$ cat config.mk
export PLATFORM = sky130hd
export DESIGN_NAME = heater_time_proportion_regulator_core_flat
export DESIGN_NICKNAME = d
export VERILOG_FILES = /design/src/sv/htpr_pkg.sv /design/src/sv/htpr_if.sv /design/src/sv/htpr_cfg.sv /design/src/sv/htpr_decide.sv /design/src/sv/heater_time_proportion_regulator_core.sv /design/src/flat_wrapper.sv
export SDC_FILE = /design/constraint.sdc
export NUM_CORES = 1
export LEC_CHECK = 0
export ABC_CLOCK_PERIOD_IN_PS = 9610
export BUFFER_PORTS_ARGS = -buffer_cell sky130_fd_sc_hd__buf_2
export CAP_MARGIN = 15
export CORE_MARGIN = 10
export CORE_UTILIZATION = 50
export DETAILED_ROUTE_END_ITERATION = 6
export PLACE_DENSITY = 0.68
export SLEW_MARGIN = 20
export SYNTH_ARGS = -nofsm -noshare
export SYNTH_HDL_FRONTEND = slang
export SYNTH_HIERARCHICAL = 1
export SYNTH_SLANG_ARGS = --single-unit
export TNS_END_PERCENT = 20
$ cat constraint.sdc
create_clock -name clk -period 9.61 [get_ports clk]
set_input_delay 0.4805 -clock clk [delete_from_list [all_inputs] [get_ports clk]]
set_output_delay 0.4805 -clock clk [all_outputs]
set_load 0.005 [all_outputs]
$ cat src/sv/htpr_pkg.sv
// Shared types and constants for the heater time-proportion regulator.
package htpr_pkg;

  // Operating modes carried in the op field
  typedef enum logic [1:0] {
    MODE_TANK_ONOFF = 2'd0,
    MODE_TANK_PWM   = 2'd1,
    MODE_RIMS_PWM   = 2'd2
  } mode_t;

  // Configuration register indexes
  localparam logic [1:0] REG_WINDOW_MS          = 2'd0;
  localparam logic [1:0] REG_BOOST_MARGIN       = 2'd1;
  localparam logic [1:0] REG_RIMS_RISE_LIMIT    = 2'd2;
  localparam logic [1:0] REG_RIMS_OVER_SETPOINT = 2'd3;

  // Configuration reset values
  localparam logic [15:0] WINDOW_MS_RST          = 16'd5000;
  localparam logic [9:0]  BOOST_MARGIN_RST       = 10'd30;
  localparam logic [9:0]  RIMS_RISE_LIMIT_RST    = 10'd90;
  localparam logic [9:0]  RIMS_OVER_SETPOINT_RST = 10'd50;

  localparam int CFG_DATA_W = 16;
  localparam int CFG_IDX_W  = 2;

  typedef struct packed {
    logic [15:0] window_ms;
    logic [9:0]  boost_margin;
    logic [9:0]  rims_rise_limit;
    logic [9:0]  rims_over_setpoint;
  } cfg_t;

  // One sample as held in the input register
  typedef struct packed {
    logic [1:0]         op;
    logic signed [11:0] setpoint;
    logic signed [11:0] actual_temp;
    logic signed [11:0] outlet_temp;
    logic signed [11:0] outside_temp;
    logic [10:0]        duty;
    logic               element_covered;
    logic [31:0]        now_ms;
  } item_t;

  // Decision handed from the decide logic to the top level
  typedef struct packed {
    logic heater_on;
    logic restart;
  } dec_t;

endpackage

$ cat src/sv/htpr_if.sv
// Valid/ready channel interfaces for sample words and relay words.
interface htpr_in_if;
  logic               valid;
  logic               ready;
  logic [1:0]         op;
  logic signed [11:0] setpoint;
  logic signed [11:0] actual_temp;
  logic signed [11:0] outlet_temp;
  logic signed [11:0] outside_temp;
  logic [10:0]        duty;
  logic               element_covered;
  logic [31:0]        now_ms;

  modport source (
    output valid, op, setpoint, actual_temp, outlet_temp, outside_temp, duty,
           element_covered, now_ms,
    input  ready
  );
  modport sink (
    input  valid, op, setpoint, actual_temp, outlet_temp, outside_temp, duty,
           element_covered, now_ms,
    output ready
  );
  modport mon (
    input valid, ready, op, setpoint, actual_temp, outlet_temp, outside_temp, duty,
          element_covered, now_ms
  );
endinterface

interface htpr_out_if;
  logic valid;
  logic ready;
  logic heater_on;

  modport source (output valid, heater_on, input ready);
  modport sink (input valid, heater_on, output ready);
  modport mon (input valid, ready, heater_on);
endinterface

$ cat src/sv/htpr_cfg.sv
// Configuration register bank with write-only port.
module htpr_cfg import htpr_pkg::*; (
  input  logic                  clk,
  input  logic                  rst_n,
  input  logic                  cfg_we,
  input  logic [CFG_IDX_W-1:0]  cfg_idx,
  input  logic [CFG_DATA_W-1:0] cfg_wdata,
  output cfg_t                  cfg
);

  cfg_t cfg_r;
  cfg_t cfg_nxt;

  // Decode the register index and merge the write word
  always_comb begin
    cfg_nxt = cfg_r;
    if (cfg_we) begin
      unique case (cfg_idx)
        REG_WINDOW_MS:          cfg_nxt.window_ms          = cfg_wdata;
        REG_BOOST_MARGIN:       cfg_nxt.boost_margin       = cfg_wdata[9:0];
        REG_RIMS_RISE_LIMIT:    cfg_nxt.rims_rise_limit    = cfg_wdata[9:0];
        REG_RIMS_OVER_SETPOINT: cfg_nxt.rims_over_setpoint = cfg_wdata[9:0];
        default:                cfg_nxt = cfg_r;
      endcase
    end
  end

  always_ff @(posedge clk) begin
    if (!rst_n) begin
      cfg_r.window_ms          <= WINDOW_MS_RST;
      cfg_r.boost_margin       <= BOOST_MARGIN_RST;
      cfg_r.rims_rise_limit    <= RIMS_RISE_LIMIT_RST;
      cfg_r.rims_over_setpoint <= RIMS_OVER_SETPOINT_RST;
    end else begin
      cfg_r <= cfg_nxt;
    end
  end

  assign cfg = cfg_r;

endmodule

$ cat src/sv/htpr_decide.sv
// Relay decision for one sample: mode gating, time proportioning and boost.
module htpr_decide import htpr_pkg::*; (
  input  item_t       item,
  input  cfg_t        cfg,
  input  logic [31:0] window_start,
  output dec_t        dec
);

  logic signed [12:0] setp13;
  logic signed [12:0] act13;
  logic signed [12:0] outl13;
  logic signed [12:0] outs13;
  logic signed [12:0] act_boost;
  logic signed [12:0] act_rise;
  logic signed [12:0] setp_over;
  logic               below_setp;
  logic               boost_on;
  logic               rims_ok;
  logic [31:0]        elapsed;
  logic [41:0]        lhs;
  logic [26:0]        rhs;
  logic               prop_on;
  logic               prop_active;
  logic               tp_on;
  logic               tp_restart;
  logic               gate;

  // Widen temperatures so that offsets cannot overflow
  always_comb begin
    setp13    = {item.setpoint[11], item.setpoint};
    act13     = {item.actual_temp[11], item.actual_temp};
    outl13    = {item.outlet_temp[11], item.outlet_temp};
    outs13    = {item.outside_temp[11], item.outside_temp};
    act_boost = act13 + $signed({3'b000, cfg.boost_margin});
    act_rise  = act13 + $signed({3'b000, cfg.rims_rise_limit});
    setp_over = setp13 + $signed({3'b000, cfg.rims_over_setpoint});
  end

  // Check RIMS interlocks
  assign rims_ok = (outl13 < act_rise) && (outl13 < setp_over) &&
                   (outs13 < act13) && (outs13 < setp13);

  // Compare elapsed*1024 against window*duty exactly
  assign elapsed     = item.now_ms - window_start;
  assign lhs         = {elapsed, 10'b0};
  assign rhs         = {11'b0, cfg.window_ms} * {16'b0, item.duty};
  assign prop_on     = lhs < {15'b0, rhs};
  assign below_setp  = act13 < setp13;
  assign boost_on    = act_boost < setp13;
  assign prop_active = below_setp && (item.duty != 11'd0) && !item.duty[10];

  // Below setpoint, full duty forces on and partial duty follows the window; boost forces on
  always_comb begin
    tp_on = 1'b0;
    if (below_setp && item.duty != 11'd0) begin
      tp_on = item.duty[10] ? 1'b1 : prop_on;
    end
    if (boost_on) begin
      tp_on = 1'b1;
    end
  end

  assign tp_restart = prop_active && (elapsed > {16'b0, cfg.window_ms});

  // Select by mode
  always_comb begin
    gate        = 1'b0;
    dec.restart = 1'b0;
    dec.heater_on = 1'b0;
    unique case (item.op)
      MODE_TANK_ONOFF: begin
        dec.heater_on = item.element_covered && !below_setp && (act13 == setp13)
                        || (item.element_covered && below_setp);
      end
      MODE_TANK_PWM: begin
        gate = item.element_covered;
      end
      MODE_RIMS_PWM: begin
        gate = rims_ok;
      end
      default: begin
        gate = 1'b0;
      end
    endcase
    if (gate) begin
      dec.heater_on = tp_on;
      dec.restart   = tp_restart;
    end
  end

endmodule

$ cat src/sv/heater_time_proportion_regulator_core.sv
// Top level: input register, relay decision, result register and window timer.
//
//   channel | dir | handshake        | word
//   --------+-----+------------------+----------------------------------------
//   in_ch   | in  | valid/ready      | op, temperatures, duty, covered, now_ms
//   out_ch  | out | valid/ready      | heater_on
//   cfg_*   | in  | write enable     | cfg_idx selects, cfg_wdata 16 bits
//
// One sample per clock while the result side is not stalled; an accepted sample passes
// through the input register and then the result register, around the decide logic.
// The window start register updates as a sample moves into the result register,
// so the next sample sees it at once.
// A stalled result still lets one more sample into the input register.
// Synchronous active-low reset restores register defaults and a zero window start.
module heater_time_proportion_regulator_core import htpr_pkg::*; (
  input  logic                  clk,
  input  logic                  rst_n,
  htpr_in_if.sink               in_ch,
  htpr_out_if.source            out_ch,
  input  logic                  cfg_we,
  input  logic [CFG_IDX_W-1:0]  cfg_idx,
  input  logic [CFG_DATA_W-1:0] cfg_wdata
);

  cfg_t        cfg;
  item_t       in_item;
  item_t       s1_item_r;
  logic        s1_v_r;
  logic        out_v_r;
  logic        heater_r;
  logic [31:0] win_start_r;
  logic [31:0] win_start_nxt;
  dec_t        dec;
  logic        out_adv;
  logic        in_rdy;
  logic        in_acc;

  htpr_cfg u_cfg (
    .clk       (clk),
    .rst_n     (rst_n),
    .cfg_we    (cfg_we),
    .cfg_idx   (cfg_idx),
    .cfg_wdata (cfg_wdata),
    .cfg       (cfg)
  );

  // Pack the incoming word
  always_comb begin
    in_item.op              = in_ch.op;
    in_item.setpoint        = in_ch.setpoint;
    in_item.actual_temp     = in_ch.actual_temp;
    in_item.outlet_temp     = in_ch.outlet_temp;
    in_item.outside_temp    = in_ch.outside_temp;
    in_item.duty            = in_ch.duty;
    in_item.element_covered = in_ch.element_covered;
    in_item.now_ms          = in_ch.now_ms;
  end

  // Advance when the stage ahead is empty or draining
  assign out_adv     = !out_v_r || out_ch.ready;
  assign in_rdy      = !s1_v_r || out_adv;
  assign in_acc      = in_ch.valid && in_rdy;
  assign in_ch.ready = in_rdy;

  // Hold the input word
  always_ff @(posedge clk) begin
    if (!rst_n) begin
      s1_v_r <= 1'b0;
    end else if (in_rdy) begin
      s1_v_r <= in_ch.valid;
    end
  end

  always_ff @(posedge clk) begin
    if (in_acc) begin
      s1_item_r <= in_item;
    end
  end

  htpr_decide u_decide (
    .item         (s1_item_r),
    .cfg          (cfg),
    .window_start (win_start_r),
    .dec          (dec)
  );

  // Restart the window as the sample retires
  always_comb begin
    win_start_nxt = win_start_r;
    if (s1_v_r && out_adv && dec.restart) begin
      win_start_nxt = s1_item_r.now_ms;
    end
  end

  always_ff @(posedge clk) begin
    if (!rst_n) begin
      win_start_r <= 32'd0;
      out_v_r     <= 1'b0;
    end else begin
      win_start_r <= win_start_nxt;
      if (out_adv) begin
        out_v_r <= s1_v_r;
      end
    end
  end

  always_ff @(posedge clk) begin
    if (out_adv && s1_v_r) begin
      heater_r <= dec.heater_on;
    end
  end

  assign out_ch.valid     = out_v_r;
  assign out_ch.heater_on = heater_r;

endmodule

$ cat src/flat_wrapper.sv
// flat-port wrapper written by rule: the top's interface ports become plain ports
module heater_time_proportion_regulator_core_flat import htpr_pkg::*;
  (clk, rst_n, cfg_we, cfg_idx, cfg_wdata, in_ch_valid, in_ch_op, in_ch_setpoint, in_ch_actual_temp, in_ch_outlet_temp, in_ch_outside_temp, in_ch_duty, in_ch_element_covered, in_ch_now_ms, in_ch_ready, out_ch_valid, out_ch_heater_on, out_ch_ready);
  htpr_in_if in_ch_i ();
  htpr_out_if out_ch_i ();
  input  logic clk;
  input  logic rst_n;
  input  logic cfg_we;
  input  logic [CFG_IDX_W-1:0] cfg_idx;
  input  logic [CFG_DATA_W-1:0] cfg_wdata;
  input wire logic [$bits(in_ch_i.valid)-1:0] in_ch_valid;
  input wire logic [$bits(in_ch_i.op)-1:0] in_ch_op;
  input wire logic [$bits(in_ch_i.setpoint)-1:0] in_ch_setpoint;
  input wire logic [$bits(in_ch_i.actual_temp)-1:0] in_ch_actual_temp;
  input wire logic [$bits(in_ch_i.outlet_temp)-1:0] in_ch_outlet_temp;
  input wire logic [$bits(in_ch_i.outside_temp)-1:0] in_ch_outside_temp;
  input wire logic [$bits(in_ch_i.duty)-1:0] in_ch_duty;
  input wire logic [$bits(in_ch_i.element_covered)-1:0] in_ch_element_covered;
  input wire logic [$bits(in_ch_i.now_ms)-1:0] in_ch_now_ms;
  output wire logic [$bits(in_ch_i.ready)-1:0] in_ch_ready;
  output wire logic [$bits(out_ch_i.valid)-1:0] out_ch_valid;
  output wire logic [$bits(out_ch_i.heater_on)-1:0] out_ch_heater_on;
  input wire logic [$bits(out_ch_i.ready)-1:0] out_ch_ready;
  assign in_ch_i.valid = in_ch_valid;
  assign in_ch_i.op = in_ch_op;
  assign in_ch_i.setpoint = in_ch_setpoint;
  assign in_ch_i.actual_temp = in_ch_actual_temp;
  assign in_ch_i.outlet_temp = in_ch_outlet_temp;
  assign in_ch_i.outside_temp = in_ch_outside_temp;
  assign in_ch_i.duty = in_ch_duty;
  assign in_ch_i.element_covered = in_ch_element_covered;
  assign in_ch_i.now_ms = in_ch_now_ms;
  assign in_ch_ready = in_ch_i.ready;
  assign out_ch_valid = out_ch_i.valid;
  assign out_ch_heater_on = out_ch_i.heater_on;
  assign out_ch_i.ready = out_ch_ready;
  heater_time_proportion_regulator_core u_core (.clk(clk), .rst_n(rst_n), .in_ch(in_ch_i), .out_ch(out_ch_i), .cfg_we(cfg_we), .cfg_idx(cfg_idx), .cfg_wdata(cfg_wdata));
endmodule
### Word level (Yosys, flattened, before mapping)

Index checks and enable logic that the tools add are counted.

* register bits: 175
* input bits: 117
* output and inout port bits: 3
* word-level logic and storage cells: 67

* add/subtract/negate cells: 4
* multiply operators: 1
* magnitude comparators: 8
* equal/unequal tests: 6
* multiplexer cells: 6
* reductions and logical operators: 26

Operator list (number)
* $lt A42 B27 Y1: 1
* $add A12 B11 Y13: 3
* $lt A12 B12 Y1: 3
* $gt A32 B16 Y1: 1
* $sub A32 B32 Y32: 1
* $mul A16 B11 Y27: 1
* $lt A12 B13 Y1: 2
* $lt A13 B12 Y1: 1
* $eq A12 B12 Y1: 1
* $logic_and A1 B1 Y1: 12
* $reduce_bool A11 Y1: 1
* $reduce_and A2 Y1: 4
* $eq A2 B2 Y1 const B: 3
* $eq A2 B1 Y1 const B: 2
* $logic_not A1 Y1: 4
* $logic_not A2 Y1: 2
* $mux W1: 4
* $logic_or A1 B1 Y1: 3
* $mux W2: 1
* $pmux W1 S2: 1

### Depth between registers and ports, before layout

* word-level depth: 8
* mapped depth: 32

### By module

The synthesis kept the hierarchy.

By module, submodules not included
* htpr_decide: instances 1, cells each 1463, area an instance 11427.2 µm², sequential area each 0.0 µm²
* heater_time_proportion_regulator_core: instances 1, cells each 244, area an instance 4261.6 µm², sequential area each 3533.4 µm²
* htpr_cfg: instances 1, cells each 182, area an instance 1870.5 µm², sequential area each 920.9 µm²

### Least setup slack after synthesis

OpenSTA, ideal clock, no wires.

* path type: flip-flop to flip-flop
* start point: register u_core/s1_item_r[43] (netlist name)
* end point: register u_core.heater_r (netlist: u_core/out_ch.heater_on), data pin
* setup time: 264 ps
* arrival: 6858 ps
* data required time: 9346 ps
* setup slack: 2488 ps
* stages on the path, launching flop included: 31
* period minus slack after synthesis: 7122 ps
* cell sequence: edfxtp_1 clkbuf_1 inv_1 clkbuf_1 nor2_1 fa_1 fa_1 fa_1 fa_1 inv_1 fa_1 inv_1 ha_1 o21a_1 o211ai_1 a22oi_1 nand2_1 o2111ai_1 a31o_2 a21o_1 a21oi_1 xnor2_1 ha_1 nand3_1 a2111oi_0 nand3_1 a2111oi_0 nor4_1 o2111ai_1 or4_1 a31oi_1

RTL lines
* start: declaration: line heater_time_proportion_regulator_core.sv:27 `item_t s1_item_r;`
* start signal: assignment: line heater_time_proportion_regulator_core.sv:76 `s1_item_r <= in_item;`
* end signal: assignment: line heater_time_proportion_regulator_core.sv:109 `heater_r <= dec.heater_on;`
* end: declaration: line heater_time_proportion_regulator_core.sv:30 `logic heater_r;`

==> flow_summary.toml <==
[outcome]
status = "finished clean"

[route]
drt_iter0_markers = 1015
wl_um = 44800
vias_per_cell = 5.63
wl_per_cell_um = 18.4
drtAntennaViolNets = 0
num_vias = 13700
drc = 0
drt_pass1_iterations = 5

[power_and_ir_drop]
peakVddDrop_mv = 0.140
power.total_mw = 3.13
p_sw_mw = 1.29
p_seq_share_pct = 27.8
power_density_nw_per_um2 = 165
switching_share_pct = 41.1
clockPowerShare_pct = 21.1
p_int_mw = 1.84
combPwrFrac_pct = 51.0
leakage_nw = 8.72

[layout]
synthToLayoutAreaGrowth_pct = 8.08
layout.cells.non_filler = 2434
final_layout_size_suffix_gt1_share_pct = 8.99
antenna_cells = 0
final_nets = 2445
fin_util_pct = 54.8

[floorplan]
num_rows = 68
initial_core_util_pct = 50.7
coreArea_um2 = 34600
io_pins = 120
dieWidth_um = 207
die_y_um = 207
dieArea_um2 = 43000

[setup_path]
max_stage_delay_ns = 0.78
cp_data_required_time_ns = 9.80
crit_top_cell = "fa_1"
path_buf_inv = 3
path_max_fanout = 17
endpoint_kind = "flop"
timing.reg2reg.setup_slack_ns = 1.15
rr_worst_depth = 28
crit_arrival_ns = 8.65
worst_path_dominant_cell_family = "adder cells"
r2r_start = "u_core/s1_item_r[36]"
cp-start-kind = "flop"
r2r-end = "u_core/out_ch.heater_on"
cpMaxStageDelayCell = "edfxtp_1"
path_class = "reg2reg"

[timing]
clock_skew_ns = 0.0166
rsz0062_at_grt = "no"
report.final.slew_viol_count = 0
setup_viol = 0
fin_crit_ns = 8.46
fmax_ghz = 0.118
tightest_slew_ns = 0.924
tns_ns = 0
finalCritPeriodShare_pct = 88.0
hold_viol = 0
holdWs_ns = 0.201
slew_headroom_pct = 38.4

[worst_hold_path]
hp-class = "in2reg"
min_to = "u_core/s1_item_r[9]"
hp-start = "in_ch_now_ms[9]"
min_delay_path_depth = 1

[clocking]
clock-sinks = 175
clk_latency_ns = 0.45
numCtsBuffers = 17
cts_buffer_depth = 2
htree_levels = 4
clk_pin_slew_ns = 0.07
cts_root_buffer = "clkbuf_16"
cts_tree = "built"
cts_resized = 0
post_cts_buffers = 0
hold_buffers = 0

[grt]
grt_pass1_wl_um = 73000
met3_usage_pct = 3.31
track_usage_pct = 20.6
use_met1_pct = 27.2
grt-ovfl-total = 0
top_usage_layer = "met2"
grt_pass1_vias = 14200
antenna_found_initial = 4
grt_max_degree = 84
grt_util_met2_pct = 34.2

[place]
portBuffers = 119
place.gp.congestion = 0.940
hpwl_um = 35600
place_inst = 2403

[logic_synthesis]
synth_edf_count = 95
yosys.area.top_type = "ha_1"
synth.area.top_cells = "ha_1, edfxtp_1, fa_1, dfxtp_1, inv_1"
synth_warnings = 6
synth_cells = 1889
ys.flop_type = "edfxtp_1"
post-synth-top-count-cell = "inv_1"
synth-async-reset-ratio_pct = 0
synth_top_area_share_pct = 16.5
syn_avg_cell_area_um2 = 9.30
yosysSeqAreaShare_pct = 25.4
synth_fp_nets = 2367
synth_seq_cells = 175
yosys-top-cells-count = "inv_1, nand2_1, ha_1"
syn-cell-area_um2 = 17600
synth_cell_types = 84

[flow_run]
maxCapViolCount = 0
metrics by stage:
stage / cell area (um^2) / setup WS [ns]
3_5_place_dp: 18400 / 1.29
4_1_cts: 19000 / 1.25
5_1_grt: 19000 / 0.668
3_3_place_gp: 18400 / 1.60
6_report: 19000 / 1.15
2_1_floorplan: 17600 / 2.49
power groups by stage:
stage	Combinational, mW	Sequential [mW]	Clock, mW
after global placement	1.53	0.884	0
after CTS	1.59	0.869	0.686
after global routing	1.82	0.874	0.713
after detailed placement	1.57	0.885	0
final	1.60	0.870	0.662
after floorplan	1.17	0.858	0
state kept, by name (all words and copies together), names as in the netlist:
| name | flops |
|---|---|
| u_core/s1_item_r | 94 |
| u_core/u_cfg/cfg | 46 |
| u_core/s1_v_r | 1 |
| u_core/out_ch.heater_on | 1 |
| u_core/win_start_r | 32 |
| u_core/out_ch.valid | 1 |
metal layers:
layer,share of wire [%],vias up
met2,47,380
li1,-,6596
met4,2.0,8
met1,45,6644
met5,0.11,-
met3,5.6,67
layout make-up:
type / count / area (um^2)
Fill cell: 3106 / 15700
Multi-Input combinational cell: 1382 / 11800
Sequential cell: 175 / 4450
Inverter: 265 / 995
Timing Repair Buffer: 126 / 651
Tap cell: 455 / 569
Clock buffer: 22 / 454
Clock inverter: 9 / 88.8
worst max-delay path by stage:
stage	start	end	cells after the start	slack, ns
2_1_floorplan	u_core/s1_item_r[43]	u_core/out_ch.heater_on	30	2.49
3_3_place_gp	u_core/s1_item_r[43]	u_core/out_ch.heater_on	28	1.60
3_5_place_dp	u_core/s1_item_r[43]	u_core/out_ch.heater_on	28	1.29
4_1_cts	u_core/s1_item_r[43]	u_core/out_ch.heater_on	28	1.25
5_1_grt	u_core/s1_item_r[36]	u_core/out_ch.heater_on	28	0.67
6_report	u_core/s1_item_r[36]	u_core/out_ch.heater_on	28	1.15
cell usage in the layout, fill, tap and decap left out, drive strengths merged, types with 33 or more instances in the layout:
cell / instances
o21ai: 49
dfxtp: 80
inv: 267
nor2: 52
nand2: 259
edfxtp: 95
nand3: 33
buf: 126
a21oi: 98
mux2i: 75
a21o: 42
ha: 232
xnor2: 45
and2: 82
fa: 129
kinds of logic (layout without fill, tap and decap cells):
| logic type | count (synthesis) | count (layout) | share of synthesized area [%] |
|---|---|---|---|
| fa+ha+maj | 361 | 361 | 31.2 |
| flops | 175 | 175 | 25.4 |
| compound gates | 333 | 333 | 12.7 |
| simple gates | 547 | 547 | 15.4 |
| xor+xnor | 64 | 64 | 3.19 |
| buf+inv | 332 | 422 | 7.65 |
| mux | 77 | 77 | 4.40 |
Power figures use the tool's default switching activity.
